### src/hw/rtl/hnlr_pkg.sv
// ----------------------------------------------------------------------------
// hnlr_pkg: shared types and constants for the held-note root tracker
// Token carried along the cell chain, controller states, operation codes.
// ----------------------------------------------------------------------------
`default_nettype none

package hnlr_pkg;

  localparam int VOICE_W = 32;
  localparam int PITCH_W = 7;
  localparam int NOTE_W  = 9;

  // root reported after reset until a note is held
  localparam logic [PITCH_W-1:0] FALLBACK_RESET = 7'd36;

  // operation codes of the input transaction
  localparam logic OP_NOTE  = 1'b0;
  localparam logic OP_CLEAR = 1'b1;

  typedef enum logic [1:0] {
    ST_IDLE,
    ST_SCAN,
    ST_APPLY,
    ST_DONE
  } hnlr_state_t;

  // scan token, handed from cell to cell once per cycle
  typedef struct packed {
    logic [VOICE_W-1:0] voice;
    logic [PITCH_W-1:0] pitch;
    logic               note_on;
    logic               phase2;      // 0: match pass, 1: fill and minimum pass
    logic               hit;         // a matching entry was found
    logic               any_free;    // a free entry was seen in the match pass
    logic               fill_done;   // the new voice has been written
    logic               force_first; // table full: first cell takes the voice
    logic               min_any;
    logic [PITCH_W-1:0] min_pitch;
  } hnlr_tok_t;

endpackage

`default_nettype wire

### src/hw/rtl/hnlr_in_if.sv
// ----------------------------------------------------------------------------
// hnlr_in_if: input event channel
// Valid/ready channel carrying one harmony event or clear command.
// ----------------------------------------------------------------------------
`default_nettype none

interface hnlr_in_if;
  logic                                valid;
  logic                                ready;
  logic                                op;
  logic [hnlr_pkg::VOICE_W-1:0]        voice_id;
  logic signed [hnlr_pkg::NOTE_W-1:0]  note;
  logic                                note_on;
  logic                                bend_update;

  modport source (output valid, output op, output voice_id, output note,
                  output note_on, output bend_update, input ready);
  modport sink   (input valid, input op, input voice_id, input note,
                  input note_on, input bend_update, output ready);
endinterface

`default_nettype wire

### src/hw/rtl/hnlr_out_if.sv
// ----------------------------------------------------------------------------
// hnlr_out_if: result channel
// Valid/ready channel carrying the current root after each event.
// ----------------------------------------------------------------------------
`default_nettype none

interface hnlr_out_if;
  logic                         valid;
  logic                         ready;
  logic [hnlr_pkg::PITCH_W-1:0] root;
  logic                         root_valid;

  modport source (output valid, output root, output root_valid, input ready);
  modport sink   (input valid, input root, input root_valid, output ready);
endinterface

`default_nettype wire

### src/hw/rtl/hnlr_cell.sv
// ----------------------------------------------------------------------------
// hnlr_cell: one table entry of the held-note chain
// Holds one voice/pitch entry, updates it from the passing token and
// registers the token for the next cell.
// ----------------------------------------------------------------------------
`default_nettype none

module hnlr_cell (
  input  wire logic                clk,
  input  wire logic                rst_n,
  input  wire logic                clr,
  input  wire logic                in_valid,
  input  wire hnlr_pkg::hnlr_tok_t in_tok,
  output logic                     out_valid,
  output hnlr_pkg::hnlr_tok_t      out_tok
);

  logic                                 used_r, used_nxt;
  logic [hnlr_pkg::VOICE_W-1:0]         voice_r, voice_nxt;
  logic [hnlr_pkg::PITCH_W-1:0]         pitch_r, pitch_nxt;
  logic                                 tok_valid_r;
  hnlr_pkg::hnlr_tok_t                  tok_r, tok_nxt;
  logic                                 wr_fill;

  // entry update and token rewrite
  always_comb begin
    tok_nxt   = in_tok;
    used_nxt  = used_r;
    voice_nxt = voice_r;
    pitch_nxt = pitch_r;
    wr_fill   = 1'b0;
    if (in_valid) begin
      if (!in_tok.phase2) begin
        // match pass: first matching entry takes the event
        if (used_r && (voice_r == in_tok.voice) && !in_tok.hit) begin
          tok_nxt.hit = 1'b1;
          if (in_tok.note_on) begin
            pitch_nxt = in_tok.pitch;
          end else begin
            used_nxt = 1'b0;
          end
        end
        if (!used_r) begin
          tok_nxt.any_free = 1'b1;
        end
      end else begin
        // fill pass: new voice goes to the first free entry (the first cell if full), then minimum
        wr_fill = !in_tok.hit && in_tok.note_on && !in_tok.fill_done &&
                  (!used_r || in_tok.force_first);
        if (wr_fill) begin
          used_nxt          = 1'b1;
          voice_nxt         = in_tok.voice;
          pitch_nxt         = in_tok.pitch;
          tok_nxt.fill_done = 1'b1;
        end
        tok_nxt.force_first = 1'b0;
        if (used_nxt && (!in_tok.min_any || (pitch_nxt < in_tok.min_pitch))) begin
          tok_nxt.min_any   = 1'b1;
          tok_nxt.min_pitch = pitch_nxt;
        end
      end
    end
    if (clr) begin
      used_nxt = 1'b0;
    end
  end

  // control state
  always_ff @(posedge clk) begin
    if (!rst_n) begin
      used_r      <= 1'b0;
      tok_valid_r <= 1'b0;
    end else begin
      used_r      <= used_nxt;
      tok_valid_r <= in_valid;
    end
  end

  // payload
  always_ff @(posedge clk) begin
    voice_r <= voice_nxt;
    pitch_r <= pitch_nxt;
    tok_r   <= tok_nxt;
  end

  assign out_valid = tok_valid_r;
  assign out_tok   = tok_r;

endmodule

`default_nettype wire

### src/hw/rtl/held_note_lowest_root_tracker.sv
// Sequence: a note event runs from acceptance through the match pass, the fill
// and minimum pass, ST_APPLY and ST_DONE; an ignored event or a clear goes
// straight to ST_DONE. One transaction at a time; the next is accepted the
// cycle after the result is loaded, and a result still waiting in the output
// register holds the controller in ST_DONE until the sink takes it.
// Reset (synchronous, active low) empties the table and loads fallback 36.
// ----------------------------------------------------------------------------
// held_note_lowest_root_tracker: lowest held note as live root
// Chain of entry cells scanned by a token: a match pass, then a fill and
// minimum pass; the controller sequences passes and holds the root.
// ----------------------------------------------------------------------------
`default_nettype none

module held_note_lowest_root_tracker #(
  parameter int ENTRIES = 32
) (
  input  wire logic                         clk,
  input  wire logic                         rst_n,
  hnlr_in_if.sink                           in_ch,
  hnlr_out_if.source                        out_ch,
  input  wire logic                         cfg_wr_en,
  input  wire logic [hnlr_pkg::PITCH_W-1:0] cfg_wr_data
);

  hnlr_pkg::hnlr_state_t        state_r, state_nxt;
  logic [hnlr_pkg::PITCH_W-1:0] fallback_r;
  logic [hnlr_pkg::PITCH_W-1:0] live_root_r, live_root_nxt;
  logic                         root_seen_r, root_seen_nxt;
  logic                         launch_valid_r, launch_valid_nxt;
  hnlr_pkg::hnlr_tok_t          launch_tok_r, launch_tok_nxt;
  logic                         out_valid_r, out_valid_nxt;
  logic [hnlr_pkg::PITCH_W-1:0] out_root_r, out_root_nxt;
  logic                         out_root_valid_r, out_root_valid_nxt;

  logic                         accept;
  logic                         note_ok;
  logic                         cell_clr;
  logic                         ret_valid;
  hnlr_pkg::hnlr_tok_t          ret_tok;

  logic [ENTRIES:0]             link_valid;
  hnlr_pkg::hnlr_tok_t          link_tok [ENTRIES+1];

  // input decode
  assign in_ch.ready = (state_r == hnlr_pkg::ST_IDLE);
  assign accept  = in_ch.valid && in_ch.ready;
  assign note_ok = (in_ch.op == hnlr_pkg::OP_NOTE) && !in_ch.bend_update &&
                   (in_ch.note[hnlr_pkg::NOTE_W-1:hnlr_pkg::PITCH_W] == 2'b00);
  assign cell_clr = accept && (in_ch.op == hnlr_pkg::OP_CLEAR);

  // cell chain
  assign link_valid[0] = launch_valid_r;
  assign link_tok[0]   = launch_tok_r;

  for (genvar g = 0; g < ENTRIES; g++) begin : g_cell
    hnlr_cell u_cell (
      .clk       (clk),
      .rst_n     (rst_n),
      .clr       (cell_clr),
      .in_valid  (link_valid[g]),
      .in_tok    (link_tok[g]),
      .out_valid (link_valid[g+1]),
      .out_tok   (link_tok[g+1])
    );
  end

  assign ret_valid = link_valid[ENTRIES];
  assign ret_tok   = link_tok[ENTRIES];

  // next state
  always_comb begin
    state_nxt = state_r;
    case (state_r)
      hnlr_pkg::ST_IDLE: begin
        if (accept) begin
          state_nxt = note_ok ? hnlr_pkg::ST_SCAN : hnlr_pkg::ST_DONE;
        end
      end
      hnlr_pkg::ST_SCAN: begin
        if (ret_valid) begin
          state_nxt = hnlr_pkg::ST_APPLY;
        end
      end
      hnlr_pkg::ST_APPLY: begin
        if (ret_valid) begin
          state_nxt = hnlr_pkg::ST_DONE;
        end
      end
      hnlr_pkg::ST_DONE: begin
        if (!out_valid_r || out_ch.ready) begin
          state_nxt = hnlr_pkg::ST_IDLE;
        end
      end
      default: state_nxt = hnlr_pkg::ST_IDLE;
    endcase
  end

  // outputs and datapath
  always_comb begin
    live_root_nxt      = live_root_r;
    root_seen_nxt      = root_seen_r;
    launch_valid_nxt   = 1'b0;
    launch_tok_nxt     = launch_tok_r;
    out_valid_nxt      = out_valid_r && !out_ch.ready;
    out_root_nxt       = out_root_r;
    out_root_valid_nxt = out_root_valid_r;
    case (state_r)
      hnlr_pkg::ST_IDLE: begin
        if (cell_clr) begin
          root_seen_nxt = 1'b0;
          live_root_nxt = fallback_r;
        end else if (accept && note_ok) begin
          launch_valid_nxt           = 1'b1;
          launch_tok_nxt             = '0;
          launch_tok_nxt.voice       = in_ch.voice_id;
          launch_tok_nxt.pitch       = in_ch.note[hnlr_pkg::PITCH_W-1:0];
          launch_tok_nxt.note_on     = in_ch.note_on;
        end
      end
      hnlr_pkg::ST_SCAN: begin
        // match pass back: relaunch for the fill and minimum pass
        if (ret_valid) begin
          launch_valid_nxt           = 1'b1;
          launch_tok_nxt             = ret_tok;
          launch_tok_nxt.phase2      = 1'b1;
          launch_tok_nxt.fill_done   = 1'b0;
          launch_tok_nxt.force_first = !ret_tok.any_free;
          launch_tok_nxt.min_any     = 1'b0;
        end
      end
      hnlr_pkg::ST_APPLY: begin
        if (ret_valid && ret_tok.min_any) begin
          live_root_nxt = ret_tok.min_pitch;
          root_seen_nxt = 1'b1;
        end
      end
      hnlr_pkg::ST_DONE: begin
        if (!out_valid_r || out_ch.ready) begin
          out_valid_nxt      = 1'b1;
          out_root_nxt       = root_seen_r ? live_root_r : fallback_r;
          out_root_valid_nxt = root_seen_r;
        end
      end
      default: begin
        launch_valid_nxt = 1'b0;
      end
    endcase
  end

  // control state
  always_ff @(posedge clk) begin
    if (!rst_n) begin
      state_r        <= hnlr_pkg::ST_IDLE;
      fallback_r     <= hnlr_pkg::FALLBACK_RESET;
      live_root_r    <= hnlr_pkg::FALLBACK_RESET;
      root_seen_r    <= 1'b0;
      launch_valid_r <= 1'b0;
      out_valid_r    <= 1'b0;
    end else begin
      state_r        <= state_nxt;
      if (cfg_wr_en) begin
        fallback_r   <= cfg_wr_data;
      end
      live_root_r    <= live_root_nxt;
      root_seen_r    <= root_seen_nxt;
      launch_valid_r <= launch_valid_nxt;
      out_valid_r    <= out_valid_nxt;
    end
  end

  // payload
  always_ff @(posedge clk) begin
    launch_tok_r     <= launch_tok_nxt;
    out_root_r       <= out_root_nxt;
    out_root_valid_r <= out_root_valid_nxt;
  end

  assign out_ch.valid      = out_valid_r;
  assign out_ch.root       = out_root_r;
  assign out_ch.root_valid = out_root_valid_r;

`ifndef SYNTHESIS
  // only one token is ever in flight along the chain
  a_one_token: assert property (@(posedge clk) disable iff (!rst_n)
    $countones(link_valid) <= 1)
    else $error("more than one scan token in the cell chain");

  // a token leaves the chain only while a pass is running
  a_ret_in_pass: assert property (@(posedge clk) disable iff (!rst_n)
    ret_valid |-> (state_r == hnlr_pkg::ST_SCAN || state_r == hnlr_pkg::ST_APPLY))
    else $error("scan token returned outside a pass");

  // a clear leaves no root held
  a_clear_root: assert property (@(posedge clk) disable iff (!rst_n)
    cell_clr |=> !root_seen_r)
    else $error("root still held after clear");

  // a note event launches the match pass next cycle
  a_launch: assert property (@(posedge clk) disable iff (!rst_n)
    (accept && note_ok) |=> (launch_valid_r && !launch_tok_r.phase2))
    else $error("note event did not launch the match pass");
`endif

endmodule

`default_nettype wire
### src/flat_wrapper.sv
// flat-port wrapper written by rule: the top's interface ports become plain ports
module held_note_lowest_root_tracker_flat 
#(
  parameter int ENTRIES = 32
)
  (clk, rst_n, cfg_wr_en, cfg_wr_data, in_ch_valid, in_ch_op, in_ch_voice_id, in_ch_note, in_ch_note_on, in_ch_bend_update, in_ch_ready, out_ch_valid, out_ch_root, out_ch_root_valid, out_ch_ready);
  hnlr_in_if in_ch_i ();
  hnlr_out_if out_ch_i ();
  input  wire logic clk;
  input  wire logic rst_n;
  input  wire logic cfg_wr_en;
  input  wire logic [hnlr_pkg::PITCH_W-1:0] cfg_wr_data;
  input wire logic [$bits(in_ch_i.valid)-1:0] in_ch_valid;
  input wire logic [$bits(in_ch_i.op)-1:0] in_ch_op;
  input wire logic [$bits(in_ch_i.voice_id)-1:0] in_ch_voice_id;
  input wire logic [$bits(in_ch_i.note)-1:0] in_ch_note;
  input wire logic [$bits(in_ch_i.note_on)-1:0] in_ch_note_on;
  input wire logic [$bits(in_ch_i.bend_update)-1:0] in_ch_bend_update;
  output wire logic [$bits(in_ch_i.ready)-1:0] in_ch_ready;
  output wire logic [$bits(out_ch_i.valid)-1:0] out_ch_valid;
  output wire logic [$bits(out_ch_i.root)-1:0] out_ch_root;
  output wire logic [$bits(out_ch_i.root_valid)-1:0] out_ch_root_valid;
  input wire logic [$bits(out_ch_i.ready)-1:0] out_ch_ready;
  assign in_ch_i.valid = in_ch_valid;
  assign in_ch_i.op = in_ch_op;
  assign in_ch_i.voice_id = in_ch_voice_id;
  assign in_ch_i.note = in_ch_note;
  assign in_ch_i.note_on = in_ch_note_on;
  assign in_ch_i.bend_update = in_ch_bend_update;
  assign in_ch_ready = in_ch_i.ready;
  assign out_ch_valid = out_ch_i.valid;
  assign out_ch_root = out_ch_i.root;
  assign out_ch_root_valid = out_ch_i.root_valid;
  assign out_ch_i.ready = out_ch_ready;
  held_note_lowest_root_tracker #(.ENTRIES(ENTRIES)) u_core (.clk(clk), .rst_n(rst_n), .in_ch(in_ch_i), .out_ch(out_ch_i), .cfg_wr_en(cfg_wr_en), .cfg_wr_data(cfg_wr_data));
endmodule
### config.mk
export PLATFORM = sky130hd
export DESIGN_NAME = held_note_lowest_root_tracker_flat
export DESIGN_NICKNAME = d
export VERILOG_FILES = /design/src/hw/rtl/hnlr_pkg.sv /design/src/hw/rtl/hnlr_in_if.sv /design/src/hw/rtl/hnlr_out_if.sv /design/src/hw/rtl/hnlr_cell.sv /design/src/hw/rtl/held_note_lowest_root_tracker.sv /design/src/flat_wrapper.sv
export SDC_FILE = /design/constraint.sdc
export NUM_CORES = 2
export LEC_CHECK = 0
export ABC_AREA = 1
export BUFFER_PORTS_ARGS = -buffer_cell sky130_fd_sc_hd__buf_2
export CAP_MARGIN = 25
export CORE_AREA = 2 2 619 621
export DETAILED_ROUTE_END_ITERATION = 7
export DIE_AREA = 0 0 621 623
export HOLD_SLACK_MARGIN = 0.06
export SLEW_MARGIN = 20
export SYNTH_ARGS = -nofsm -noshare
export SYNTH_HDL_FRONTEND = slang
export SYNTH_SLANG_ARGS = --single-unit
### constraint.sdc
create_clock -name clk -period 5.78 [get_ports clk]
set_input_delay 1.734 -clock clk [delete_from_list [all_inputs] [get_ports clk]]
set_output_delay 1.734 -clock clk [all_outputs]
set_load 0.05 [all_outputs]
# After elaboration in Yosys (flattened, before gate mapping)
# Cells that the tools add are included.
totals:
  output_inout_bits: 10
  word_cells: 1768
  input_bits: 56
  ff_bits: 3085
op_classes:
  magnitude_cmp: 32
  mux: 631
  reduce_logical: 565
  bitwise: 2
  eq_ne: 75
ops:
  columns: ["op", "n"]
  rows:
  - ["$mux 7", 195]
  - ["$eq 32x32->1", 32]
  - ["$mux 12", 32]
  - ["$mux 10", 32]
  - ["$mux 1", 295]
  - ["$reduce_and 3->1", 97]
  - ["$mux 8", 32]
  - ["$lt 7x7->1", 32]
  - ["$logic_and 1x1->1", 199]
  - ["$mux 53", 3]
  - ["$logic_not 1->1", 132]
  - ["$reduce_bool 2->1", 66]
  - ["$pmux 53 s2", 1]
  - ["$ne 2x2->1 const B", 38]
  - ["$mux 2", 37]
  - ["$logic_or 1x1->1", 65]
  - ["$pmux 7 s2", 1]
  - ["$pmux 2 s4", 1]
  - ["$reduce_and 4->1", 2]
  - ["$eq 2x2->1 const B", 2]
  - ["$logic_not 2->1", 2]
  - ["$ne 2x1->1 const B", 2]
  - ["$pmux 1 s2", 2]
  - ["$eq 2x1->1 const B", 1]
  - ["3 further kinds", 4]

# Longest topological paths before layout
depth:
  word_depth: 13
  ltp_mapped: 17
  depth_no_buf: 16

# Modules after synthesis
# Synthesis repeated with hierarchy kept, for this count alone.
hier_totals:
  hier_cells: 10381
  hier_area_um2: 110692.4
modules_own_cells:
  columns: ["module", "seq_area_each_um2", "cells_each", "area_each_um2", "instances"]
  rows:
  - ["hnlr_cell (u_core.g_cell[16].u_cell ...)", 2272.2, 312, 3353.2, 25]
  - ["hnlr_cell (u_core.g_cell[0].u_cell ...)", 2272.2, 316, 3355.7, 7]
  - ["held_note_lowest_root_tracker", 2152.1, 369, 3372.0, 1]

# Least setup slack after synthesis
# Ideal clock, no wire load.
synth_timing:
  path_kind: "input-to-reg"
  from: "in in_ch_op"
  to: "reg u_core.launch_tok_r[0] (netlist name) (enable)"
  stages: 3
  setup_slack_ns: 0.620
  setup_ns: 0.476
  t_required_ns: 5.304
  n_path_buf: 0
  arrival_time_ns: 4.684
  cell_sequence: "nor4_1 -> nand3_1 -> a21oi_1"
synth_via:
  elab_chain_len: 6
  elab_cells_between_ends: 8
  cone_classes: "eq/ne: 2; bitwise: 1; reduce/logical: 5"
synth_lines:
  columns: ["item", "line", "rtl"]
  rows:
  - ["start: declaration", "flat_wrapper.sv:14", "input wire logic [$bits(in_ch_i.op)-1:0] in_ch_op;"]
  - ["$not 1->1", "held_note_lowest_root_tracker.sv:47", "assign note_ok = (in_ch.op == hnlr_pkg::OP_NOTE) && !in_ch.bend_update &&"]
  - ["$logic_and 1x1->1 (2 in a row)", "held_note_lowest_root_tracker.sv:47", null]
  - ["$logic_and 1x1->1", "held_note_lowest_root_tracker.sv:112", "end else if (accept && note_ok) begin"]
  - ["$ne 2x2->1 (no source line)", null, null]
  - ["$reduce_and 4->1 (no source line) *", null, null]
  - ["end signal: assignment", "held_note_lowest_root_tracker.sv:173", "launch_tok_r <= launch_tok_nxt;"]
  - ["end: declaration", "held_note_lowest_root_tracker.sv:30", "hnlr_pkg::hnlr_tok_t launch_tok_r, launch_tok_nxt;"]
# Mark *: on every way between the ends. The rest lies on a longest branch, timed or not.
# A chain may end at the register's enable or synchronous reset.

# Worst setup path after layout
layout_timing:
  from: "reg u_core.state_r[0]"
  to: "out in_ch_ready"
layout_via:
  elab_chain_len: 1
layout_lines:
  columns: ["item", "line", "rtl"]
  rows:
  - ["start: declaration", "held_note_lowest_root_tracker.sv:25", "hnlr_pkg::hnlr_state_t state_r, state_nxt;"]
  - ["start signal: assignment", "held_note_lowest_root_tracker.sv:153", "state_r <= hnlr_pkg::ST_IDLE;"]
  - ["start signal: assignment", "held_note_lowest_root_tracker.sv:160", "state_r <= state_nxt;"]
  - ["$logic_not 2->1", "held_note_lowest_root_tracker.sv:45", "assign in_ch.ready = (state_r == hnlr_pkg::ST_IDLE);"]
  - ["end: declaration", "flat_wrapper.sv:19", "output wire logic [$bits(in_ch_i.ready)-1:0] in_ch_ready;"]
# No other way between the ends.

==> summary by stage <==
Outcome
The run finished with clean final reports.

Finish
Of the cells placed in the final design, the portion with a size suffix greater than 1 is 0.08709. The final core utilization is 0.3339. The area used by sequential logic in the layout is 0.07480 sq mm. Fill cells in the final layout number 37870. In the layout the commonest cells are nand2_1 (2455), dfxtp_1 (1776), inv_1 (1539). The commonest non-fill, non-tap cell in the layout is nand2_1.

In the final layout, the multi-input gates occupy 0.02893 sq mm. The net count of the finished layout is 10942. The area added between synthesis and finish is 15.50%.

The number of non-filler instances in the completed layout is 15983.

Yosys
The most common flop cell mapped by yosys is dfxtp_1. The synthesized area is 0.1100 sq mm. After synthesis, the mean cell area works out to 10.64 sq um. Sorting the synthesized cells by area gives the leading types as edfxtp_1 (36%), dfxtp_1 (32%), nand2_1 (8.4%). The cell taking the most area after synthesis is edfxtp_1. Yosys mapped a number of flops with a built-in enable equal to 1307. The post-synth net total is 10586.

Synthesis instantiated 54 different standard cells from the library. The area share of the leading cell type in the synthesized netlist is 0.3567. The Yosys step of the flow raised 0 warnings.

The gate count after technology mapping is 10340. The share of flip-flops with an asynchronous set or reset is 0. After synthesis the netlist holds a flip-flop and latch count of 3083. The share of synthesized area occupied by flip-flops and latches is 0.6799.

Floorplan
In this run the core area contains 227 standard-cell rows. The die is 623 um tall. The initial utilization of the core area, before any placement, comes to 0.2891. The floorplan step defined a die boundary enclosing 0.3869 sq mm. The die is 621 um wide. The region available for standard cell placement spans 0.3806 sq mm.

During I/O placement, the number of pins put on the boundary was 66.

CTS
The number of clock buffers inserted by TritonCTS is 319. The buffer levels on the longest clock path is 4. The buffers inserted during post-CTS setup optimization is 0. The later pin in the worst-skew pair is clocked with a latency of 0.91 ns. The cell sitting at the root of the clock tree is a clkbuf_16. The total clock sinks is 3083. For this design, the CTS-stage hold fixing added 0 buffers.

After clock tree synthesis, the clock-pin slew on the worst setup and hold paths is 0.06 ns. Once the clock tree was built, the resizer swapped 0 gates to a different size. TritonCTS built the clock tree. The number of H-tree levels is 5.

Timing
Setup violations remaining at the end of the flow were counted as 0. The final number of hold-violating endpoints is 0. Setup slack on the critical path of the routed design comes to 2.072 ns. The number of pins with negative max-slew slack in the final report came to 0.

The total negative setup slack is 0 ns. The minimum period implied by the final worst setup slack is 3.708 ns. Measured against its own limit, the worst slew margin works out to 0.3430. Setup repair after global routing left no endpoint under its margin. Of the available clock period, the critical path in the final layout requires 0.6415. The clock arrives with 0.05108 ns of skew. The transition time at the pin with the least slew margin is 0.9752 ns. For this run, the top clock speed supported by timing is 0.2697 GHz.

Place
The number of placed instances, taps included, is 15409. The congestion estimate from routability-driven global placement came to 0.8115. The worst setup slack after placement is 2.242 ns. Buffers placed on the I/O ports in this run total 65. The half-perimeter wire length after placement is 160200 um.

Setup path
The cell class contributing the biggest share of worst-path delay is buffers and inverters. The signal on the critical path passes through inv_1 -> ha_1 -> buf_2. The sum of buffers and inverters on the critical path is 2. The worst register-to-register path has a setup slack of 3.12 ns. In this design, the stage delay of the slowest critical-path cell is 0.33 ns. The depth of the worst register-to-register path is 13. The critical path is of the register to output pin type. The launch point of the worst path is u_core.state_r[0]. The beginning of the worst register-to-register path is u_core.g_cell[14].u_cell.out_tok[13].

The master of the slowest instance on the critical path is dfxtp_1. The reg-to-reg endpoint is u_core.g_cell[15].u_cell.out_tok[3]. The endpoint arrival time on the critical path is 1.97 ns. STA classifies the critical path endpoint as an output pin. STA classifies the critical path startpoint as a register. The maximum net fanout on the critical path is 7.

The required time of the worst setup path is 4.05 ns. The most critical setup path has its endpoint at in_ch_ready. The number of stages on the worst setup path is 3.

Detailed routing
For this run, the detailed router's first-pass iteration total came to 6. The final route contains 66698 vias. The detailed router put a total of 109500 um of wire on met1.

The routed length on met3 is 9415 um. The remaining antenna violation count is 0. The number of remaining DRC errors is 0. The top metal layer carrying routed signals is met4. The routed via count divided by cell count is 4.173. Wires add up to 222700 um. Dividing the detail-routed wire length by the instance count gives 13.93 um. For this block, the initial DRC count from the detailed router was 4697. After detailed routing, the met2 layer carries 98570 um of wire.

Min path
The path type of the worst min-delay path is register to register.

Global routing
Entering global routing, the biggest net connects 52 pins. The residual overflow from global routing is 0. The total routing resource utilization after global routing is 0.1129.

The number of antenna violations at the first check in global routing is 9. The global-route wire length before repair is 355000 um. The via count of the first global-routing pass was 64376.

Power and ir drop
The analysis attributes to cell leakage a power of 53.99 nW. The power per standard cell area is 526.1 mW/mm^2. IR analysis of the VDD net gives a maximum drop of 0.3293 mV.

Run
The number of max-cap violations is 0.
==> report_power, final <==
part / internal, W / total (W) / switching [W] / leakage (nW)
Clock: 0.0122 / 0.0203 / 0.00811 / 5.18
Sequential: 0.0297 / 0.0355 / 0.00587 / 26.7
Combinational: 0.00428 / 0.0110 / 0.00672 / 22.1
Total: 0.0462 / 0.0669 / 0.0207 / 54.0
==> final cells by class <==
class / count / share of cell area
diodes: 2 / 0.00003938
clock buffers: 448 / 0.07317
clock inverters: 120 / 0.009491
inverters: 1543 / 0.04558
multi-input cells: 5628 / 0.2277
flip-flops and latches: 3083 / 0.5886
well taps: 5038 / 0.04960
repair buffers: 121 / 0.005809
==> through the flow <==
step | cell area (sq um) | total power [W] | hold slack (ns)
finish | 127100 | 0.06686 | 0.3280
global placement | 116500 | 0.04680 | 0.3381
global route | 127100 | 0.07101 | 0.3376
CTS | 127000 | 0.06764 | 0.3301
detailed placement | 116500 | 0.04700 | 0.3349
floorplan | 110000 | 0.04197 | 0.3308
==> synth_stat cells (3+ instances only) <==
library cell  count
nand2_1        2456
nor3b_1           8
a21oi_1         130
o22ai_1         194
nand3_2           7
a21oi_2           3
or3_1             5
o21bai_1         35
buf_6            25
o211ai_1         12
a21boi_1          3
o2111ai_1         6
o21ai_1          41
nand4_1         117
o21ai_2          28
ha_1            190
nand2_2          44
dfxtp_1        1776
a22o_1            8
xor2_1          157
nor2_2           30
a31oi_1           5
a21boi_0          5
edfxtp_1       1307
nand3_4          24
o21ai_0         662
nor2_1          668
buf_2            10
nor2_4           30
nand3_1         305
o221ai_1          5
or2_2           111
nand2_4          62
inv_2             3
a211oi_1         54
mux2i_1           7
clkbuf_1         50
a221oi_1         10
inv_1          1539
and3_1            5
xnor2_1         124
nor3_1           54
nand3b_1         13
==> routing by layer <==
metal,vias to the layer above,GRT usage
li1,34313,-
met1,30886,0.1603
met2,1115,0.1777
met3,384,0.01765
met4,0,0.03158
met5,-,0
==> sequential cells by signal (all words and copies together) (netlist names), 2 cells and up <==
name / count
u_core.out_ch.root: 7
u_core.launch_tok_r: 51
u_core.g_cell.u_cell.voice_r: 1024
u_core.live_root_r: 7
u_core.g_cell.u_cell.used_r: 32
u_core.fallback_r: 7
u_core.g_cell.u_cell.out_tok: 1693
u_core.state_r: 2
u_core.g_cell.u_cell.pitch_r: 224
u_core.g_cell.u_cell.out_valid: 32
==> cell families after synthesis <==
logic type               count (synthesis)  share of synthesized area
XOR/XNOR                               281                    0.02237
flip-flops                            3083                     0.6799
adder cells (fa/ha/maj)                190                    0.02161
buffers and inverters                 1629                    0.05743
AO/OA/AOI/OAI                         1206                    0.06182
AND/OR/NAND/NOR                       3944                     0.1563
multiplexers                             7                  0.0006369
==> worst min path at each step <==
stage                                                    start                                   end  slack [ns]  cells past startpoint
after global placement    u_core.g_cell[24].u_cell.out_tok[16]  u_core.g_cell[25].u_cell.out_tok[16]        0.34                      0
after CTS                 u_core.g_cell[23].u_cell.out_tok[19]  u_core.g_cell[24].u_cell.out_tok[19]        0.33                      0
after floorplan            u_core.g_cell[9].u_cell.out_tok[15]  u_core.g_cell[10].u_cell.out_tok[15]        0.33                      0
final                     u_core.g_cell[27].u_cell.out_tok[36]  u_core.g_cell[28].u_cell.out_tok[36]        0.33                      0
after global routing      u_core.g_cell[29].u_cell.out_tok[20]  u_core.g_cell[30].u_cell.out_tok[20]        0.34                      0
after detailed placement  u_core.g_cell[22].u_cell.out_tok[15]  u_core.g_cell[23].u_cell.out_tok[15]        0.33                      0
Power figures use the tool's default switching activity.
